$ cat src/rtl/tssc_pkg.sv
`timescale 1ns / 1ps
// ----------------------------------------------------------------------------
// TTL tagged slot cache package
// Shared widths, operation and status codes, and the command bundle that the
// top level broadcasts to every slot.
// ----------------------------------------------------------------------------
package tssc_pkg;

   localparam int TAG_W       = 32;
   localparam int TTL_W       = 8;
   localparam int OP_W        = 2;
   localparam int SLOT_OUT_W  = 6;
   localparam int FREED_OUT_W = 7;

   // Reset value of the TTL reload register.
   localparam logic [TTL_W-1:0] TTL_RELOAD_RESET = 8'd6;

   // Operation codes carried on the request tuser.
   localparam logic [OP_W-1:0] OP_LOOKUP = 2'd0;
   localparam logic [OP_W-1:0] OP_TICK   = 2'd1;
   localparam logic [OP_W-1:0] OP_CLEAR  = 2'd2;

   // Result status codes carried on the response tuser.
   typedef enum logic [1:0] {
      ST_HIT   = 2'd0,
      ST_ALLOC = 2'd1,
      ST_FULL  = 2'd2,
      ST_DONE  = 2'd3
   } status_type;

   // Command broadcast to every slot in the cycle a request is executed.
   typedef struct packed {
      logic             tick;
      logic             clear;
      logic [TTL_W-1:0] load_value;
      logic [TAG_W-1:0] tag;
   } slot_cmd_type;

endpackage

$ cat src/rtl/tssc_slot.sv
`timescale 1ns / 1ps
// ----------------------------------------------------------------------------
// TTL tagged slot cache: one slot
// Holds one tag and its TTL count, compares the tag with the request and
// applies reload, allocation, ageing and clearing.
// ----------------------------------------------------------------------------
module tssc_slot (
   input  logic                  clock,
   input  logic                  reset,
   input  tssc_pkg::slot_cmd_type cmd,
   input  logic                  load_en,
   input  logic                  alloc_en,
   output logic                  live,
   output logic                  match,
   output logic                  expire
);
   import tssc_pkg::*;

   logic [TAG_W-1:0] tag_ff;
   logic [TAG_W-1:0] tag_in;
   logic [TTL_W-1:0] ttl_ff;
   logic [TTL_W-1:0] ttl_in;

   // A slot is live while its TTL is nonzero; only live slots can match.
   assign live   = (ttl_ff != '0);
   assign match  = live && (tag_ff == cmd.tag);
   assign expire = live && (ttl_ff == TTL_W'(1));

   // Next TTL and tag.
   always_comb begin
      ttl_in = ttl_ff;
      tag_in = tag_ff;
      if (cmd.clear) begin
         ttl_in = '0;
      end else if (cmd.tick) begin
         if (live) begin
            ttl_in = ttl_ff - TTL_W'(1);
         end
      end else if (load_en) begin
         ttl_in = cmd.load_value;
         if (alloc_en) begin
            tag_in = cmd.tag;
         end
      end
   end

   always_ff @(posedge clock) begin
      if (reset) begin
         ttl_ff <= '0;
      end else begin
         ttl_ff <= ttl_in;
      end
   end

   // The tag is only ever compared while the slot is live.
   always_ff @(posedge clock) begin
      tag_ff <= tag_in;
   end

endmodule

$ cat src/rtl/tssc_select.sv
`timescale 1ns / 1ps
// ----------------------------------------------------------------------------
// TTL tagged slot cache: slot selection
// Finds the lowest matching slot and the lowest free slot, and counts the
// slots that a tick or a clear frees.
// ----------------------------------------------------------------------------
module tssc_select #(
   parameter int ENTRIES = 64
) (
   input  logic [ENTRIES-1:0]                 match_vec,
   input  logic [ENTRIES-1:0]                 free_vec,
   input  logic [ENTRIES-1:0]                 freed_vec,
   output logic                               hit,
   output logic [$clog2(ENTRIES)-1:0]         hit_idx,
   output logic                               any_free,
   output logic [$clog2(ENTRIES)-1:0]         free_idx,
   output logic [$clog2(ENTRIES+1)-1:0]       freed_cnt
);
   localparam int IDX_W = $clog2(ENTRIES);
   localparam int CNT_W = $clog2(ENTRIES + 1);

   assign hit      = |match_vec;
   assign any_free = |free_vec;

   // Lowest-index priority encoders: scanning downwards leaves the lowest set bit.
   always_comb begin
      hit_idx  = '0;
      free_idx = '0;
      for (int i = ENTRIES - 1; i >= 0; i--) begin
         if (match_vec[i]) begin
            hit_idx = IDX_W'(i);
         end
         if (free_vec[i]) begin
            free_idx = IDX_W'(i);
         end
      end
   end

   // Population count of the freed slots.
   always_comb begin
      freed_cnt = '0;
      for (int i = 0; i < ENTRIES; i++) begin
         freed_cnt = freed_cnt + CNT_W'(freed_vec[i]);
      end
   end

endmodule

$ cat src/rtl/ttl_tagged_slot_cache.sv
`timescale 1ns / 1ps
// ----------------------------------------------------------------------------
// TTL tagged slot cache
// Fully associative table of tagged slots with time-to-live expiry.
// ----------------------------------------------------------------------------
// Usage:
//   Requests arrive on the req_ stream: tuser carries the operation (lookup,
//   tick or clear) and tdata the 32-bit tag. Every request gives exactly one
//   response beat on the rsp_ stream: tuser carries the status, tdata the
//   slot index and the number of slots freed.
//   A request beat is captured in an input register; when the output register
//   is free or its beat is being taken, all slots are compared, the state is
//   updated and the result is written to the output register, which drives rsp_tvalid.
//   One request is taken every cycle while the receiver takes each response: the
//   whole lookup, allocation, ageing or clear is done by one pass through the tag
//   comparators, the priority encoders and the freed-slot counter.
//   If the receiver stalls, the result waits in the output register and the
//   input register still takes one further beat; req_tready then drops until
//   the response is taken.
//   The csr_ port writes the TTL reload value and is always ready; the user must
//   write it only while no request is in flight, as the block does not enforce it.
//   Reset frees every slot and sets the reload value to 6.
// ----------------------------------------------------------------------------
module ttl_tagged_slot_cache #(
   parameter int ENTRIES = 64
) (
   input  logic                          clock,
   input  logic                          reset,
   // Request stream.
   input  logic                          req_tvalid,
   output logic                          req_tready,
   input  logic [tssc_pkg::TAG_W-1:0]    req_tdata,   // [31:0] tag
   input  logic [tssc_pkg::OP_W-1:0]     req_tuser,   // [1:0] op
   // Response stream.
   output logic                          rsp_tvalid,
   input  logic                          rsp_tready,
   output logic [15:0]                   rsp_tdata,   // [5:0] slot, [12:6] freed_count
   output logic [1:0]                    rsp_tuser,   // [1:0] status
   // Register write channel.
   input  logic                          csr_valid,
   output logic                          csr_ready,
   input  logic [tssc_pkg::TTL_W-1:0]    csr_data     // ttl_reload
);
   import tssc_pkg::*;

   localparam int IDX_W = $clog2(ENTRIES);
   localparam int CNT_W = $clog2(ENTRIES + 1);

   logic [TTL_W-1:0]       reload_ff;
   logic [TTL_W-1:0]       reload_in;

   logic                   in_valid_ff;
   logic                   in_valid_in;
   logic [OP_W-1:0]        in_op_ff;
   logic [TAG_W-1:0]       in_tag_ff;

   logic                   rsp_valid_ff;
   logic                   rsp_valid_in;
   status_type             rsp_status_ff;
   status_type             rsp_status_in;
   logic [SLOT_OUT_W-1:0]  rsp_slot_ff;
   logic [SLOT_OUT_W-1:0]  rsp_slot_in;
   logic [FREED_OUT_W-1:0] rsp_freed_ff;
   logic [FREED_OUT_W-1:0] rsp_freed_in;

   logic                   exec;
   logic                   lookup;
   slot_cmd_type           cmd;

   logic [ENTRIES-1:0]     live_vec;
   logic [ENTRIES-1:0]     match_vec;
   logic [ENTRIES-1:0]     expire_vec;
   logic [ENTRIES-1:0]     freed_vec;
   logic [ENTRIES-1:0]     load_en;
   logic [ENTRIES-1:0]     alloc_en;

   logic                   hit;
   logic [IDX_W-1:0]       hit_idx;
   logic                   any_free;
   logic [IDX_W-1:0]       free_idx;
   logic [CNT_W-1:0]       freed_cnt;

   // Register write port.
   assign csr_ready = 1'b1;
   assign reload_in = (csr_valid && csr_ready) ? csr_data : reload_ff;

   always_ff @(posedge clock) begin
      if (reset) begin
         reload_ff <= TTL_RELOAD_RESET;
      end else begin
         reload_ff <= reload_in;
      end
   end

   // The request in the input register executes when the output register is free.
   assign exec       = in_valid_ff && (!rsp_valid_ff || rsp_tready);
   assign req_tready = !in_valid_ff || exec;

   always_comb begin
      in_valid_in = in_valid_ff;
      if (req_tvalid && req_tready) begin
         in_valid_in = 1'b1;
      end else if (exec) begin
         in_valid_in = 1'b0;
      end
   end

   always_ff @(posedge clock) begin
      if (reset) begin
         in_valid_ff <= 1'b0;
      end else begin
         in_valid_ff <= in_valid_in;
      end
   end

   always_ff @(posedge clock) begin
      if (req_tvalid && req_tready) begin
         in_op_ff  <= req_tuser;
         in_tag_ff <= req_tdata;
      end
   end

   // Command broadcast; a reload of zero loads one so the slot stays live.
   assign lookup         = exec && (in_op_ff == OP_LOOKUP);
   assign cmd.tick       = exec && (in_op_ff == OP_TICK);
   assign cmd.clear      = exec && (in_op_ff == OP_CLEAR);
   assign cmd.load_value = (reload_ff == '0) ? TTL_W'(1) : reload_ff;
   assign cmd.tag        = in_tag_ff;

   // Slot array.
   for (genvar g = 0; g < ENTRIES; g++) begin : g_slot
      assign alloc_en[g] = lookup && !hit && any_free && (free_idx == IDX_W'(g));
      assign load_en[g]  = alloc_en[g] || (lookup && hit && (hit_idx == IDX_W'(g)));

      tssc_slot u_slot (
         .clock    (clock),
         .reset    (reset),
         .cmd      (cmd),
         .load_en  (load_en[g]),
         .alloc_en (alloc_en[g]),
         .live     (live_vec[g]),
         .match    (match_vec[g]),
         .expire   (expire_vec[g])
      );
   end

   // A clear frees every live slot, a tick those down to their last count.
   assign freed_vec = (in_op_ff == OP_CLEAR) ? live_vec : expire_vec;

   tssc_select #(
      .ENTRIES (ENTRIES)
   ) u_select (
      .match_vec (match_vec),
      .free_vec  (~live_vec),
      .freed_vec (freed_vec),
      .hit       (hit),
      .hit_idx   (hit_idx),
      .any_free  (any_free),
      .free_idx  (free_idx),
      .freed_cnt (freed_cnt)
   );

   // Result formation.
   always_comb begin
      rsp_status_in = ST_DONE;
      rsp_slot_in   = '0;
      rsp_freed_in  = '0;
      case (in_op_ff)
         OP_LOOKUP: begin
            if (hit) begin
               rsp_status_in = ST_HIT;
               rsp_slot_in   = SLOT_OUT_W'(hit_idx);
            end else if (any_free) begin
               rsp_status_in = ST_ALLOC;
               rsp_slot_in   = SLOT_OUT_W'(free_idx);
            end else begin
               rsp_status_in = ST_FULL;
            end
         end
         OP_TICK, OP_CLEAR: begin
            rsp_freed_in = FREED_OUT_W'(freed_cnt);
         end
         default: begin
            rsp_status_in = ST_DONE;
         end
      endcase
   end

   // Output register: holds its beat until the receiver takes it.
   always_comb begin
      rsp_valid_in = rsp_valid_ff;
      if (exec) begin
         rsp_valid_in = 1'b1;
      end else if (rsp_tready) begin
         rsp_valid_in = 1'b0;
      end
   end

   always_ff @(posedge clock) begin
      if (reset) begin
         rsp_valid_ff <= 1'b0;
      end else begin
         rsp_valid_ff <= rsp_valid_in;
      end
   end

   always_ff @(posedge clock) begin
      if (exec) begin
         rsp_status_ff <= rsp_status_in;
         rsp_slot_ff   <= rsp_slot_in;
         rsp_freed_ff  <= rsp_freed_in;
      end
   end

   assign rsp_tvalid = rsp_valid_ff;
   assign rsp_tuser  = rsp_status_ff;
   assign rsp_tdata  = {3'b000, rsp_freed_ff, rsp_slot_ff};

   // Assertions.
   a_single_load : assert property (@(posedge clock) disable iff (reset)
      $onehot0(load_en))
      else $error("More than one slot loaded by one lookup.");

   a_clear_empties : assert property (@(posedge clock) disable iff (reset)
      cmd.clear |=> (live_vec == '0))
      else $error("A slot is still live after a clear.");

   a_full_only_when_full : assert property (@(posedge clock) disable iff (reset)
      (lookup && (rsp_status_in == ST_FULL)) |-> (live_vec == '1))
      else $error("Table reported full with a free slot.");

   a_lookup_frees_none : assert property (@(posedge clock) disable iff (reset)
      (rsp_tvalid && (rsp_status_ff != ST_DONE)) |-> (rsp_freed_ff == '0))
      else $error("Lookup result carries a freed count.");

endmodule

$ cat config.mk
export PLATFORM = sky130hd
export DESIGN_NAME = ttl_tagged_slot_cache
export DESIGN_NICKNAME = d
export VERILOG_FILES = /design/src/rtl/tssc_pkg.sv /design/src/rtl/tssc_slot.sv /design/src/rtl/tssc_select.sv /design/src/rtl/ttl_tagged_slot_cache.sv
export SDC_FILE = /design/constraint.sdc
export NUM_CORES = 2
export LEC_CHECK = 0
export BUFFER_PORTS_ARGS = -buffer_cell sky130_fd_sc_hd__buf_2
export CAP_MARGIN = 20
export CORE_AREA = 2 2 435 437
export CTS_BUF_LIST = sky130_fd_sc_hd__clkbuf_4
export DETAILED_ROUTE_END_ITERATION = 8
export DIE_AREA = 0 0 437 439
export PLACE_DENSITY = 0.82
export SLEW_MARGIN = 20
export SYNTH_ARGS = -nofsm -noshare
export SYNTH_HDL_FRONTEND = slang
export SYNTH_SLANG_ARGS = --single-unit
$ cat constraint.sdc
create_clock -name clock -period 8.5 [get_ports clock]
set_input_delay 0.85 -clock clock [delete_from_list [all_inputs] [get_ports clock]]
set_output_delay 0.85 -clock clock [all_outputs]
set_load 0.05 [all_outputs]
==> impl_metrics.yaml <==
timing:
  setup_total_negative_slack_ns: 0
  finClkSkew_ns: 0.142
  final.min_clock_period_ns: 7.93
  setup-violations-final: 0
  worst_pin_slew_ns: 1.28
  hold_ws_ns: 0.0979
  maxSlewViolCount: 0
  slew_headroom_pct: 13.6
  grt_setup_unrepaired: "false"
  fmax_mhz: 126
  final.period_utilization_pct: 93.3
  timing.final.hold_violations: 0
placement:
  io_buffers: 63
  placed_cell_area_um2: 127000
  place.detailed.instances: 12000
  dp.final_hpwl_mm: 233
  routability_congestion_estimate_from_global_placement: 1.05
cts:
  cts_resized: 0
  tritoncts: "yes"
  ctsLongestPathBuffers: 4
  cts_buffers: 662
  insertion_delay_ns: 1.54
  cts_num_sinks: 2619
  clk_pin_slew_worst_paths_ns: 0.08
  ctsRootBufferMaster: "sky130_fd_sc_hd__clkbuf_4"
  clock_tree.htree_level_count: 6
critical_path:
  critPathArrivalTime_ns: 9.12
  path_class: "flop to flop"
  critical-path-max-stage-delay_ns: 0.67
  regToRegSetupSlack_ns: 0.57
  cp.required_ns: 9.69
  r2r_end: "rsp_freed_ff[6]"
  timing.critical_path.fanout_max: 34
  worst_r2r_startpoint: "in_op_ff[0]"
  end_kind: "flop"
  crit_path_top_delay_cell: "sky130_fd_sc_hd__fa_1"
  path_cells: "inv_1, ha_4, buf_4, o21ai_0, fa_1, inv_1, fa_1, fa_1, inv_1, fa_1, fa_1, fa_1, inv_1, fa_1, fa_1, fa_1, fa_1, a21o_1, a21oi_1, nor2b_1, o21a_1, o21a_1"
  cpMostUsedCell: "sky130_fd_sc_hd__fa_1"
  worst_r2r_path_depth: 22
  startpoint_type: "flop"
run_status:
  run_status: "complete, no violations"
yosys:
  syn-instance-count: 9618
  synth_cell_type_count: 116
  yosys_warnings: 0
  yosys_register_bits: 2619
  synthXorXnorAreaFrac_pct: 14.7
  muxShareOfSynthArea_pct: 0.399
  synth_top_flop_cell: "sky130_fd_sc_hd__edfxtp_1"
  synth-adder-area-share_pct: 2.39
  syn-cell-area_um2: 123000
  synth_area_per_cell_um2: 12.8
  synth_top_family_by_area: "XOR/XNOR gates"
  synth-compound-area-share_pct: 8.68
  ys_async_sr_fraction_pct: 0
  synth_seq_area_share_pct: 59.7
  synth_simple_gate_area_share_pct: 10.9
  synth_edf_count: 2097
route:
  drt-pass1-iter-count: 7
  drt.antenna.violating_nets: 0
  dr.first_iter.drc_count: 12400
  vias: 88900
  drt-vias-per-instance: 6.72
  post-route-drc-count: 0
  wl_per_cell_um: 29.3
  route.final.wire_length_mm: 387
worst_hold_path:
  whs_endpoint: "in_tag_ff[23]"
  whs_path_depth: 2
  hp-start: "req_tdata[23]"
  hold_path.class: "input pin to flop"
floorplan:
  die_h_um: 439
  dieArea_um2: 192000
  boundaryPins: 68
  core_area_um2: 187000
  chipWidth_um: 437
  number_of_placement_rows: 159
  initial_core_util_pct: 65.7
global_route:
  grt_overflow: 0
  wire_length_of_the_first_global_routing_pass_mm: 562
  vias_in_the_first_global_route: 87300
  global_route.usage.total_pct: 39.7
  antenna_found_initial: 20
  grt_start_max_net_pins: 160
final_layout:
  layout_net_count: 10500
  area_delta_synth_final_pct: 10.5
  stdcell_count: 13200
  drive_above_1_share_pct: 15.6
  fillerInstances: 11700
  finalInstanceArea_um2: 136000
job:
  max_cap_viol_count: 0
power:
  p_per_area_nw_per_um2: 194
  power.total_uw: 26400
  total_leakage_power_uw: 0.0453
  worst_ir_drop_vdd_mv: 0.210
-- through the flow --
step           utilization [%]  worst slack, ns
4_1_cts                   72.6            0.616
6_report                  72.6            0.569
2_1_floorplan                -             1.20
3_5_place_dp              67.8            0.633
3_3_place_gp              67.8            0.682
5_1_grt                   72.6            0.282
-- repair_timing --
item,in CTS,in global routing
setup buffers,0,0
endpoints found under the hold margin,46,0
endpoints found under the setup margin,0,0
hold buffers,89,0
-- worst max-delay path: cells and delay by family, from the launching register on --
family / cells / cell delay (ns)
simple gates: 1 / 0.08
compound gates: 5 / 0.95
flops: 1 / 0.40
buf+inv: 5 / 0.60
fa+ha+maj: 11 / 5.65
-- state kept, by name, indices dropped and copies added, names as in the netlist --
| signal | flops |
|---|---|
| g_slot.u_slot.tag_ff | 2048 |
| g_slot.u_slot.ttl_ff | 512 |
| in_op_ff | 2 |
| in_tag_ff | 32 |
| in_valid_ff | 1 |
| reload_ff | 8 |
| rsp_freed_ff | 7 |
| rsp_slot_ff | 6 |
| rsp_tuser | 2 |
| rsp_tvalid | 1 |
-- Yosys cell counts, types with 54 or more instances --
library cell               count  share of area (%)
sky130_fd_sc_hd__or4_1        55               0.34
sky130_fd_sc_hd__buf_6       128                1.2
sky130_fd_sc_hd__nor3_1      168               0.68
sky130_fd_sc_hd__xor2_1      907                6.5
sky130_fd_sc_hd__nand2_1     393                1.2
sky130_fd_sc_hd__ha_1        148                1.5
sky130_fd_sc_hd__dfxtp_1     522                8.5
sky130_fd_sc_hd__a31oi_1      84               0.43
sky130_fd_sc_hd__nor4_1      372                1.9
sky130_fd_sc_hd__fa_1         54               0.88
sky130_fd_sc_hd__a21oi_1     186               0.76
sky130_fd_sc_hd__buf_4        86               0.53
sky130_fd_sc_hd__or3_1        70               0.36
sky130_fd_sc_hd__and3_1       84               0.43
sky130_fd_sc_hd__xnor2_1    1151                8.2
sky130_fd_sc_hd__o21ai_0     391                1.6
sky130_fd_sc_hd__nand3_1     199               0.81
sky130_fd_sc_hd__edfxtp_1   2097                 51
sky130_fd_sc_hd__a32o_1      122               0.99
sky130_fd_sc_hd__a211oi_1     71               0.43
sky130_fd_sc_hd__inv_1       188               0.57
sky130_fd_sc_hd__o31ai_1     102               0.62
sky130_fd_sc_hd__and2_1       54               0.27
sky130_fd_sc_hd__nand4_1     374                1.9
sky130_fd_sc_hd__clkbuf_1    196               0.60
sky130_fd_sc_hd__o22ai_1     135               0.69
sky130_fd_sc_hd__nor2_1      489                1.5
-- power by group --
part	total [uW]	switching (uW)	internal, uW
Clock	10700	5240	5450
Sequential	13900	58.6	13800
Combinational	1770	1230	543
-- metal layers --
metal	GRT usage, %	vias up	share of wire [%]
met5	0	-	0.030
met4	25.6	16	7.1
met3	10.6	1448	13
met2	60.1	6375	44
met1	50.9	43400	36
li1	-	37600	-
-- how the worst max path moves through the flow --
stage | start | depth (start not counted) | end
after global placement | in_op_ff[0] | 24 | rsp_freed_ff[6]
after CTS | in_op_ff[0] | 24 | rsp_freed_ff[6]
after floorplan | in_op_ff[0] | 25 | rsp_freed_ff[6]
final | in_op_ff[0] | 22 | rsp_freed_ff[6]
after detailed placement | in_op_ff[0] | 24 | rsp_freed_ff[6]
after global routing | g_slot[36].u_slot.ttl_ff[3] | 21 | rsp_freed_ff[6]
-- placed cells by master (no fill, tap or decap), drive strengths merged, types with 22 or more instances in the layout --
master       netlist  final
o22ai            140    140
and3              84     84
or4               57     57
a21oi            196    196
xnor2           1151   1151
a31oi             86     86
nor4             379    379
fa                54     54
nand3            199    199
edfxtp          2097   2097
clkinv             0    109
xor2             907    907
nand2b            32     32
clkbuf           197    968
o31ai            103    103
o41ai             44     44
mux2i             49     49
a211oi            79     79
inv              188    199
a31o              40     40
or2               29     29
nand4            375    375
a32o             122    122
nand2            395    395
nor3             181    181
a21o              32     32
nor3b             22     22
buf              291    396
nor2             499    499
or3               70     70
and2              61     61
ha               148    148
dlygate4sd3        0     89
dfxtp            522    522
o21ai            407    407
o311ai            35     35
-- layout make-up --
cell class	instances	area (um^2)	share of cell area [%]
Antenna cell	13	32.5	0.0239
Clock buffer	968	7270	5.35
Clock inverter	132	759	0.559
Inverter	188	706	0.519
Multi-Input combinational cell	6325	46000	33.8
Sequential cell	2619	73400	54.0
Tap cell	2495	3120	2.30
Timing Repair Buffer	485	4570	3.37
-- logic make-up (layout without fill, tap and decap cells) --
kind of cell               count (synthesis)  in the layout
muxes                                     49             49
DFF                                     2619           2619
buffers and inverters                    676           1773
other                                      2             17
and+or+nand+nor                         2488           2488
adders and majority gates                202            202
xor gates and xnor gates                2058           2058
AOI/OAI and AO/OA                       1524           1524
(Power assumes the default switching activity.)
